<file path="config.mk">
export PLATFORM = sky130hd
export DESIGN_NAME = mzr_best
export DESIGN_NICKNAME = d
export VERILOG_FILES = /design/src/rtl/core/mzr_pkg.sv /design/src/rtl/core/mzr_best.sv
export SDC_FILE = /design/constraint.sdc
export NUM_CORES = 1
export LEC_CHECK = 0
export BUFFER_PORTS_ARGS = -buffer_cell sky130_fd_sc_hd__buf_2
export CAP_MARGIN = 20
export CORE_AREA = 2 2 110 112
export DETAILED_ROUTE_END_ITERATION = 7
export DIE_AREA = 0 0 112 114
export GPL_TIMING_DRIVEN = 1
export PLACE_DENSITY = 0.63
export SLEW_MARGIN = 20
export SYNTH_ARGS = -nofsm -noshare
export SYNTH_HDL_FRONTEND = slang
export SYNTH_SLANG_ARGS = --single-unit
</file>
<file path="constraint.sdc">
create_clock -name clock -period 3.05 [get_ports clock]
set_input_delay 0.1525 -clock clock [delete_from_list [all_inputs] [get_ports clock]]
set_output_delay 0.1525 -clock clock [all_outputs]
set_load 0.005 [all_outputs]
</file>
<file path="src/rtl/core/mzr_pkg.sv">
// Shared constants, types and state codes of the max zero rectangle finder.
package mzr_pkg;

   localparam int MAX_ROWS = 256;
   localparam int MAX_COLS = 256;

   localparam int ROW_W  = $clog2(MAX_ROWS);
   localparam int COL_W  = $clog2(MAX_COLS);
   localparam int SIZE_W = 9;
   localparam int AREA_W = 17;
   localparam int PIX_W  = 1;

   localparam int HIST_DEPTH = MAX_ROWS * MAX_COLS;
   localparam int HIST_AW    = ROW_W + COL_W;

   localparam int CSR_IDX_W  = 2;
   localparam int CSR_DATA_W = SIZE_W;

   localparam logic [CSR_IDX_W-1:0] CSR_FRAME_ROWS = CSR_IDX_W'(0);
   localparam logic [CSR_IDX_W-1:0] CSR_FRAME_COLS = CSR_IDX_W'(1);

   localparam logic [SIZE_W-1:0] ROWS_LIMIT = SIZE_W'(MAX_ROWS);
   localparam logic [SIZE_W-1:0] COLS_LIMIT = SIZE_W'(MAX_COLS);

   typedef struct packed {
      logic [COL_W-1:0]  left;
      logic [ROW_W-1:0]  top;
      logic [SIZE_W-1:0] width;
      logic [SIZE_W-1:0] height;
      logic [AREA_W-1:0] area;
   } rect_type;

   typedef enum logic [2:0] {
      ST_IDLE,
      ST_HEIGHT,
      ST_WALK,
      ST_DRAIN,
      ST_EMIT
   } state_type;

endpackage

</file>
<file path="src/rtl/core/mzr_best.sv">
// Candidate stage and best-rectangle register with strict-greater update.
module mzr_best (
   input  logic              clock,
   input  logic              reset,
   input  logic              clear,
   input  logic              cand_valid,
   input  mzr_pkg::rect_type cand,
   output mzr_pkg::rect_type best
);
   import mzr_pkg::*;

   logic     cand_valid_ff;
   rect_type cand_ff;
   rect_type best_ff;
   rect_type best_in;

   // Keep the first rectangle on a tie: replace only on a strictly larger area.
   always_comb begin
      best_in = best_ff;
      if (clear) begin
         best_in = '0;
      end else if (cand_valid_ff && (cand_ff.area > best_ff.area)) begin
         best_in = cand_ff;
      end
   end

   always_ff @(posedge clock) begin
      if (reset) begin
         cand_valid_ff <= 1'b0;
         best_ff       <= '0;
      end else begin
         cand_valid_ff <= cand_valid && !clear;
         best_ff       <= best_in;
      end
   end

   always_ff @(posedge clock) begin
      cand_ff <= cand;
   end

   assign best = best_ff;

endmodule

</file>
==> results of run 1 <==
==> through the flow <==
step / hold slack (ps) / area, um2 / total power [mW] / setup WS, ps / util [%]
floorplan: 180 / 4690 / 1.60 / 775 / -
global placement: 254 / 5330 / 1.70 / 487 / 45.5
detailed placement: 256 / 5330 / 1.70 / 408 / 45.5
CTS: 25.7 / 6120 / 2.85 / 392 / 52.2
global route: 37.7 / 6120 / 2.94 / 252 / 52.3
finish: 37.1 / 6120 / 2.83 / 399 / 52.3
==> per-layer routing <==
layer / part of all wire [%] / routed length, um
met5: 0 / 0
met4: 1.4 / 191
met3: 5.4 / 718
met2: 48 / 6270
met1: 46 / 6000
==> flip-flops by register name (all words and copies together) (netlist names) <==
register / flops
best: 51
cand_ff: 51
cand_valid_ff: 1
==> synthesized netlist by cell type, drive strengths merged, types with 3 or more instances <==
| cell | instances |
|---|---|
| a31oi | 51 |
| inv | 19 |
| nand3 | 16 |
| dfxtp | 103 |
| o21a | 3 |
| and3 | 35 |
| nand4 | 55 |
| nor2 | 3 |
| ha | 17 |
| mux2 | 16 |
| o21ai | 4 |
| mux2i | 35 |
| nand2 | 6 |
| clkbuf | 38 |
| a21oi | 8 |
| o211ai | 51 |
| buf | 16 |
==> cell families (layout without fill, tap and decap cells) <==
| family | Yosys count | in the layout | synth area share, % |
|---|---|---|---|
| adders and majority gates | 17 | 17 | 4.53 |
| muxes | 51 | 51 | 12.6 |
| and+or+nand+nor | 118 | 118 | 14.9 |
| buffers and inverters | 73 | 201 | 6.90 |
| AOI/OAI and AO/OA | 119 | 119 | 17.1 |
| DFF | 103 | 103 | 43.9 |
==> final cells by class <==
class                           count  area share [%]
Clock inverter                      4           0.470
Inverter                           19            1.17
Sequential cell                   103            33.7
Clock buffer                       11            4.13
Multi-Input combinational cell    305            38.5
Tap cell                          147            3.00
Timing Repair Buffer              167            19.1
==> cells in the final DEF, fill, tap and decap left out <==
master                            n
sky130_fd_sc_hd__buf_2          105
sky130_fd_sc_hd__o211ai_1        51
sky130_fd_sc_hd__nand3_1         16
sky130_fd_sc_hd__a22oi_2          1
sky130_fd_sc_hd__o21a_1           1
sky130_fd_sc_hd__mux2i_1         35
sky130_fd_sc_hd__a22o_2           1
sky130_fd_sc_hd__buf_4            7
sky130_fd_sc_hd__dlygate4sd3_1   51
sky130_fd_sc_hd__or2_4            1
sky130_fd_sc_hd__o21a_4           1
sky130_fd_sc_hd__nand4_1         55
sky130_fd_sc_hd__a21oi_1          8
sky130_fd_sc_hd__clkinvlp_4       2
sky130_fd_sc_hd__nor2_4           1
sky130_fd_sc_hd__ha_1            17
sky130_fd_sc_hd__inv_6            1
sky130_fd_sc_hd__o21a_2           1
sky130_fd_sc_hd__a31oi_1         51
sky130_fd_sc_hd__o21ai_0          2
sky130_fd_sc_hd__o21ai_4          2
sky130_fd_sc_hd__inv_1           19
sky130_fd_sc_hd__mux2_4          16
sky130_fd_sc_hd__nor2_1           2
sky130_fd_sc_hd__nand2_1          5
sky130_fd_sc_hd__buf_12           4
sky130_fd_sc_hd__clkbuf_16        9
sky130_fd_sc_hd__and3_1          35
sky130_fd_sc_hd__nand2_2          1
sky130_fd_sc_hd__dfxtp_1        103
sky130_fd_sc_hd__clkinv_2         1
sky130_fd_sc_hd__clkbuf_8         2
sky130_fd_sc_hd__nor3_1           1
sky130_fd_sc_hd__or4_4            1
==> worst max path at each step <==
stage / startpoint / endpoint / slack [ps] / cells past startpoint
6_report: best[14]$_SDFFE_PP0P_ / best[1]$_SDFFE_PP0P_ / 400 / 8
5_1_grt: best[11]$_SDFFE_PP0P_ / best[2]$_SDFFE_PP0P_ / 250 / 8
4_1_cts: best[12]$_SDFFE_PP0P_ / best[1]$_SDFFE_PP0P_ / 390 / 8
3_5_place_dp: best[12]$_SDFFE_PP0P_ / best[1]$_SDFFE_PP0P_ / 410 / 8
3_3_place_gp: best[16]$_SDFFE_PP0P_ / best[3]$_SDFFE_PP0P_ / 490 / 8
2_1_floorplan: best[16]$_SDFFE_PP0P_ / best[40]$_SDFFE_PP0P_ / 780 / 9
==> power groups by stage <==
stage	registers [mW]	clock network, mW	logic (mW)
global placement	1.45	0	0.249
finish	1.42	1.10	0.305
floorplan	1.44	0	0.158
detailed placement	1.45	0	0.253
CTS	1.42	1.13	0.303
global route	1.43	1.18	0.331
==> worst max-delay path, stage by stage, from the launching register on <==
cell	delay (ps)
sky130_fd_sc_hd__dfxtp_1	360
sky130_fd_sc_hd__inv_1	70
sky130_fd_sc_hd__ha_1	310
sky130_fd_sc_hd__nand4_1	150
sky130_fd_sc_hd__or4_4	600
sky130_fd_sc_hd__o21a_4	360
sky130_fd_sc_hd__buf_12	260
sky130_fd_sc_hd__mux2_4	320
sky130_fd_sc_hd__a31oi_1	130
==> qor_table.md, run 1 <==
| Stage | Quantity | This run |
| --- | --- | --- |
| sta | Transition time at the pin with the least slew margin | 1150 ps |
| finish | Filler Cells Inserted | 1,091 |
| global routing | Global routing met1 resource utilization | 26.7% |
| sta | RSZ-0062 raised after global routing | no |
| worst setup path | Startpoint Class | register |
| synthesis | Cell variety after synth | 26 |
| global routing | GR Util met3 | 4.84% |
| flow run | # Max-Cap Violations | 0 |
| worst setup path | Crit Path Class | register to register |
| synthesis | Syn avg cell area | 9.76 um2 |
| route | DRC violation count after routing | 0 |
| place | Detailed placement HPWL | 7670 um |
| floorplan | Horizontal die dimension | 112 um |
| clock network | Number of H-tree branching levels | 3 |
| finish | Area of the multi-input gates | 2350 um2 |
| synthesis | Cell type with the largest total area after synthesis | sky130_fd_sc_hd__dfxtp_1 |
| clock network | Number of gates resized after cts | 0 |
| sta | Clock skew | 7.52 ps |
| finish | Ratio of cells with drive above 1 in the final layout | 25.8% |
| synthesis | Total number of yosys warnings | 0 |
| clock network | Setup Fix Bufs, Post-CTS | 0 |
| place | I/O Buffers | 105 |
| synthesis | Leading cell types by total area after synthesis | sky130_fd_sc_hd__dfxtp_1 44%, sky130_fd_sc_hd__o211ai_1 8.2%, sky130_fd_sc_hd__mux2i_1 7.5% |
| finish | Sequential Area | 2060 um2 |
| sta | Fmax achieved | 377 MHz |
| outcome | Status | finished clean |
| power | Static Leak | 2.41 nW |
| route | Initial detailed-routing violation count | 284 |
| global routing | Tot GR Track Use | 20.5% |
| finish | Non-filler instance count after layout | 756 |
| floorplan | Placeable core region | 11,700 um2 |
| global routing | Vias in the first global route | 4,225 |
| power | Peak supply drop | 0.260 mV |
| power | Switching power | 701 uW |
| clock network | Number of CTS-inserted buffers | 9 |
| clock network | CTS root buf | sky130_fd_sc_hd__clkbuf_16 |
| min path | Worst hold path cell count | 3 |
| finish | Final layout net count | 677 |
| route | WL final | 13,200 um |
| power | Relative contribution of sequential cells to total power | 50.3% |
| synthesis | Synth Net Count | 553 |
| worst setup path | Crit Reg-Reg Endpoint | best[1]$_SDFFE_PP0P_ |
| worst setup path | Worst R2R Path Depth | 8 |
| sta | Final period utilization | 86.9% |
| sta | Final Hold Viols | 0 |
| finish | Area growth from synthesis to layout | 30.4% |
| clock network | CTS tree | built |
| clock network | Clock insertion delay at the later pin of the skew report | 350 ps |
| clock network | Number of sinks handled by clock tree synthesis | 103 |
| synthesis | Flip-flop and latch count after synthesis | 103 |
| global routing | Initial antenna violation count | 0 |
| clock network | Clock Path Buffers | 2 |
| clock network | CTS Hold Bufs | 51 |
| sta | Max-slew violation count | 0 |
| synthesis | Summed instance area of the synthesized netlist | 4690 um2 |
| power | Internal | 2.13 mW |
| power | Combinational share of power | 10.8% |
| global routing | Wire length of the first global-routing pass | 21,200 um |
| route | Final routed wire length divided by cell count | 17.4 um |
| global routing | Met2 routing resource usage after global routing | 33.3% |
| synthesis | EDFF count, synth | 0 |
| global routing | Remaining global-route overflow | 0 |
| worst setup path | Arrival time at the worst endpoint | 2930 ps |
| route | Number of antenna-violating nets in the routed design | 0 |
| place | Number of placed cells counting well taps | 690 |
| synthesis | Portion of synthesized cell area occupied by the leading cell type | 43.9% |
| worst setup path | Nature of the critical path endpoint | register |
| synthesis | Cell count after synthesis | 481 |
| floorplan | Number of primary I/O pins | 106 |
| route | Via density per instance | 5.79 |
| synthesis | Top_reg_cell synth | sky130_fd_sc_hd__dfxtp_1 |
| worst setup path | Setup slack on the worst flop-to-flop path | 400 ps |
| route | Vias | 4,378 |
| sta | Number of failing setup endpoints in the final timing report | 0 |
| route | Router iterations before antenna repair | 5 |
| floorplan | Die boundary height | 114 um |
| sta | Setup TNS Final | 0 ps |
| worst setup path | Crit Path Max Fanout | 52 |
| min path | Worst-case hold path end point | cand_valid_ff$_SDFF_PP0_ |
| floorplan | Initial standard-cell utilization of the core | 40.1% |
| synthesis | Async set-reset flop share out of synthesis | 0% |
| global routing | Grt peak-use layer | met2 |
| min path | Tightest Hold Check Type | primary input to register |
| min path | Hold Startpoint | cand_valid |
| power | Power per standard cell area | 462 nW/um2 |
| clock network | CTS clock-pin slew for the worst setup and hold paths | 70 ps |
| place | RD Place Congestion | 0.812 |
| sta | Min cycle time layout | 2650 ps |
| global routing | Pin count of the biggest net entering global routing | 53 |
| worst setup path | Worst Path Required | 3330 ps |
| floorplan | Core Rows | 40 |
| synthesis | Sequential cell area fraction in the yosys report | 43.9% |
| worst setup path | Worst r2r src | best[14]$_SDFFE_PP0P_ |
| power | Part of the power in the clock network | 38.9% |
| finish | Diode insertion count for antenna repair | 0 |
| floorplan | Die area | 12,800 um2 |
| sta | Relative slew slack | 23.0% |
| power | Switching Share | 24.8% |
Note: power is estimated with default switching activity, not from simulation.
==> run 2, diff against run 1 <==
--- a/config.mk
+++ b/config.mk
@@ -7,11 +7,11 @@
 export LEC_CHECK = 0
 export BUFFER_PORTS_ARGS = -buffer_cell sky130_fd_sc_hd__buf_2
 export CAP_MARGIN = 20
-export CORE_AREA = 2 2 110 112
+export CORE_AREA = 2 2 119 121
 export DETAILED_ROUTE_END_ITERATION = 7
-export DIE_AREA = 0 0 112 114
+export DIE_AREA = 0 0 121 123
 export GPL_TIMING_DRIVEN = 1
-export PLACE_DENSITY = 0.63
+export PLACE_DENSITY = 0.55
 export SLEW_MARGIN = 20
 export SYNTH_ARGS = -nofsm -noshare
 export SYNTH_HDL_FRONTEND = slang
==> qor_table.md, run 2 (synthesis gave the netlist of run 1 again) <==
| Stage | Quantity | This run | Delta |
| --- | --- | --- | --- |
| worst setup path | Nature of the critical path endpoint | register |  |
| finish | Ratio of cells with drive above 1 in the final layout | 25.7% | -0.042 points |
| route | Via density per instance | 5.40 | -6.8% |
| route | Router iterations before antenna repair | 4 | -1 |
| global routing | Initial antenna violation count | 0 | unchanged |
| finish | Final layout net count | 677 | unchanged |
| sta | Min cycle time layout | 2790 ps | +139 ps |
| finish | Most frequent cells in the layout | 105 x sky130_fd_sc_hd__buf_2, 103 x sky130_fd_sc_hd__dfxtp_1, 55 x sky130_fd_sc_hd__nand4_1 |  |
| clock network | CTS tree | built |  |
| min path | Worst-case hold path end point | cand_valid_ff$_SDFF_PP0_ |  |
| finish | Sequential Area | 2060 um2 | unchanged |
| global routing | GR Util met3 | 5.07% | +0.24 points |
| floorplan | Die boundary height | 123 um | +7.9% |
| route | Vias | 4,265 | -2.6% |
| worst setup path | Largest stage delay, worst path | 600 ps | about the same |
| route | Number of antenna-violating nets in the routed design | 0 | unchanged |
| clock network | Number of H-tree branching levels | 3 | unchanged |
| sta | Relative slew slack | 33.3% | +10 points |
| clock network | CTS clock-pin slew for the worst setup and hold paths | 70 ps | about the same |
| sta | Setup TNS Final | 0 ps | unchanged |
| route | DRC violation count after routing | 0 | unchanged |
| global routing | Wire length of the first global-routing pass | 21,700 um | +2.4% |
| worst setup path | Critical path buffers and inverters | 2 | unchanged |
| worst setup path | Worst-path cell with the longest stage delay | sky130_fd_sc_hd__or4_4 |  |
| clock network | Number of gates resized after cts | 0 | unchanged |
| clock network | Number of sinks handled by clock tree synthesis | 103 | unchanged |
| finish | Area of the multi-input gates | 2360 um2 | +0.27% |
| power | Power per standard cell area | 471 nW/um2 | +1.9% |
| worst setup path | Cell chain of the critical path | inv_1 -> ha_1 -> nand4_1 -> or4_4 -> o21a_4 -> buf_12 -> mux2i_1 -> a31oi_1 |  |
| power | Peak supply drop | 0.377 mV | +45% |
| floorplan | Initial standard-cell utilization of the core | 34.5% | -5.6 points |
| worst setup path | Worst Path Required | 3250 ps | -80 ps |
| place | RD Place Congestion | 0.726 | -11% |
| clock network | Clock Path Buffers | 2 | unchanged |
| min path | Tightest Hold Check Type | primary input to register |  |
| clock network | CTS root buf | sky130_fd_sc_hd__clkbuf_16 |  |
| sta | Final period utilization | 91.5% | +4.6 points |
| floorplan | Number of primary I/O pins | 106 | unchanged |
| min path | Hold Startpoint | cand_valid |  |
| worst setup path | Worst R2R Path Depth | 8 | unchanged |
| floorplan | Die area | 14,900 um2 | +17% |
| global routing | Met2 routing resource usage after global routing | 29.8% | -3.5 points |
| global routing | Vias in the first global route | 4,434 | +4.9% |
| worst setup path | Worst r2r src | best[12]$_SDFFE_PP0P_ |  |
| global routing | Pin count of the biggest net entering global routing | 67 | +26% |
| min path | Worst hold path cell count | 3 | unchanged |
| floorplan | Placeable core region | 13,600 um2 | +16% |
| place | Number of placed cells counting well taps | 723 | +4.8% |
| route | WL final | 13,200 um | -0.17% |
| sta | Final Hold Viols | 0 | unchanged |
| sta | Fmax achieved | 358 MHz | -5.0% |
| clock network | Number of CTS-inserted buffers | 9 | unchanged |
| global routing | Remaining global-route overflow | 0 | unchanged |
| clock network | Clock insertion delay at the later pin of the skew report | 350 ps | about the same |
| sta | Clock skew | 11.5 ps | +3.98 ps |
| global routing | Global routing met1 resource utilization | 23.0% | -3.7 points |
| route | Initial detailed-routing violation count | 254 | -11% |
| global routing | Tot GR Track Use | 18.2% | -2.3 points |
| power | Static Leak | 2.42 nW | about the same |
| sta | RSZ-0062 raised after global routing | no |  |
| worst setup path | Crit Path Class | register to register |  |
| global routing | Grt peak-use layer | met2 |  |
| floorplan | Horizontal die dimension | 121 um | +8.0% |
| finish | Diode insertion count for antenna repair | 0 | unchanged |
| sta | Max-slew violation count | 0 | unchanged |
| floorplan | Core Rows | 43 | +7.5% |
| worst setup path | Setup slack on the worst flop-to-flop path | 260 ps | -140 ps |
| sta | Number of failing setup endpoints in the final timing report | 0 | unchanged |
| worst setup path | Startpoint Class | register |  |
| finish | Commonest non-fill, non-tap cell in the layout | sky130_fd_sc_hd__buf_2 |  |
| flow run | # Max-Cap Violations | 0 | unchanged |
| place | I/O Buffers | 105 | unchanged |
| worst setup path | Crit path max-delay family | simple AND/OR/NAND/NOR gates |  |
| outcome | Status | finished clean |  |
| worst setup path | Arrival time at the worst endpoint | 2990 ps | +60 ps |
| worst setup path | Crit Path Max Fanout | 66 | +27% |
| worst setup path | Crit Reg-Reg Endpoint | best[32]$_SDFFE_PP0P_ |  |
| route | Final routed wire length divided by cell count | 16.7 um | -4.5% |
| finish | Filler Cells Inserted | 1,301 | +19% |
| place | Detailed placement HPWL | 7730 um | +0.88% |
| finish | Non-filler instance count after layout | 790 | +4.5% |
| sta | Transition time at the pin with the least slew margin | 1000 ps | -154 ps |
| finish | Area growth from synthesis to layout | 31.4% |  |
[run 2: cell types whose count changed in the layout (fill, tap and decap cells not counted)]
cell	before	now
sky130_fd_sc_hd__buf_4	7	9
sky130_fd_sc_hd__clkinv_2	1	0
sky130_fd_sc_hd__o21a_4	1	2
sky130_fd_sc_hd__o21a_2	1	0
sky130_fd_sc_hd__clkbuf_1	0	1
sky130_fd_sc_hd__clkbuf_8	2	1
sky130_fd_sc_hd__bufinv_16	0	1
sky130_fd_sc_hd__inv_6	1	2
sky130_fd_sc_hd__buf_12	4	2
[run 2: power by group]
group / internal, mW / switching, mW
combinational: 0.138 / 0.166
sequential: 1.39 / 0.0295
clock: 0.665 / 0.513
[run 2: per-layer routing]
| metal | part of all wire [%] | wire, um | vias to the layer above |
|---|---|---|---|
| met5 | 0 | 0 | - |
| met4 | 1.1 | 139 | 0 |
| met3 | 6.0 | 792 | 12 |
| met2 | 47 | 6230 | 135 |
| met1 | 46 | 6000 | 2020 |
| li1 | - | - | 2098 |
[run 2: worst min-delay path, delay by kind of cell]
kind,cells,cell delay [ps]
and+or+nand+nor,1,40
buffers and inverters,2,160
[run 2: worst max path at each step]
stage,startpoint,to,slack (ps),depth (start not counted)
after CTS,best[12]$_SDFFE_PP0P_,best[32]$_SDFFE_PP0P_,230,8
after floorplan,best[16]$_SDFFE_PP0P_,best[40]$_SDFFE_PP0P_,780,9
after global routing,best[12]$_SDFFE_PP0P_,best[28]$_SDFFE_PP0P_,90,8
final,best[12]$_SDFFE_PP0P_,best[32]$_SDFFE_PP0P_,260,8
after detailed placement,best[12]$_SDFFE_PP0P_,best[32]$_SDFFE_PP0P_,240,8
after global placement,best[12]$_SDFFE_PP0P_,best[41]$_SDFFE_PP0P_,300,8
[run 2: timing repair]
item | CTS | global route
hold endpoints to repair | 51 | 0
hold buffers | 51 | 0
buffers inserted | 0 | 0
[run 2: per-stage QoR]
stage	power, mW	hold WS (ps)	worst slack (ps)	util [%]	area (um2)
5_1_grt	3.04	29.4	88.2	45.3	6170
3_3_place_gp	1.70	254	296	39.2	5340
4_1_cts	2.95	20.2	231	45.2	6160
6_report	2.90	41.3	260	45.3	6170
3_5_place_dp	1.70	256	237	39.2	5340
2_1_floorplan	1.60	180	775	-	4690
[run 2: cell type report]
class | instances | share of cell area (%)
Clock inverter | 5 | 1.01
Multi-Input combinational cell | 305 | 38.3
Sequential cell | 103 | 33.4
Tap cell | 180 | 3.65
Inverter | 19 | 1.16
Timing Repair Buffer | 167 | 18.5
Clock buffer | 11 | 3.94
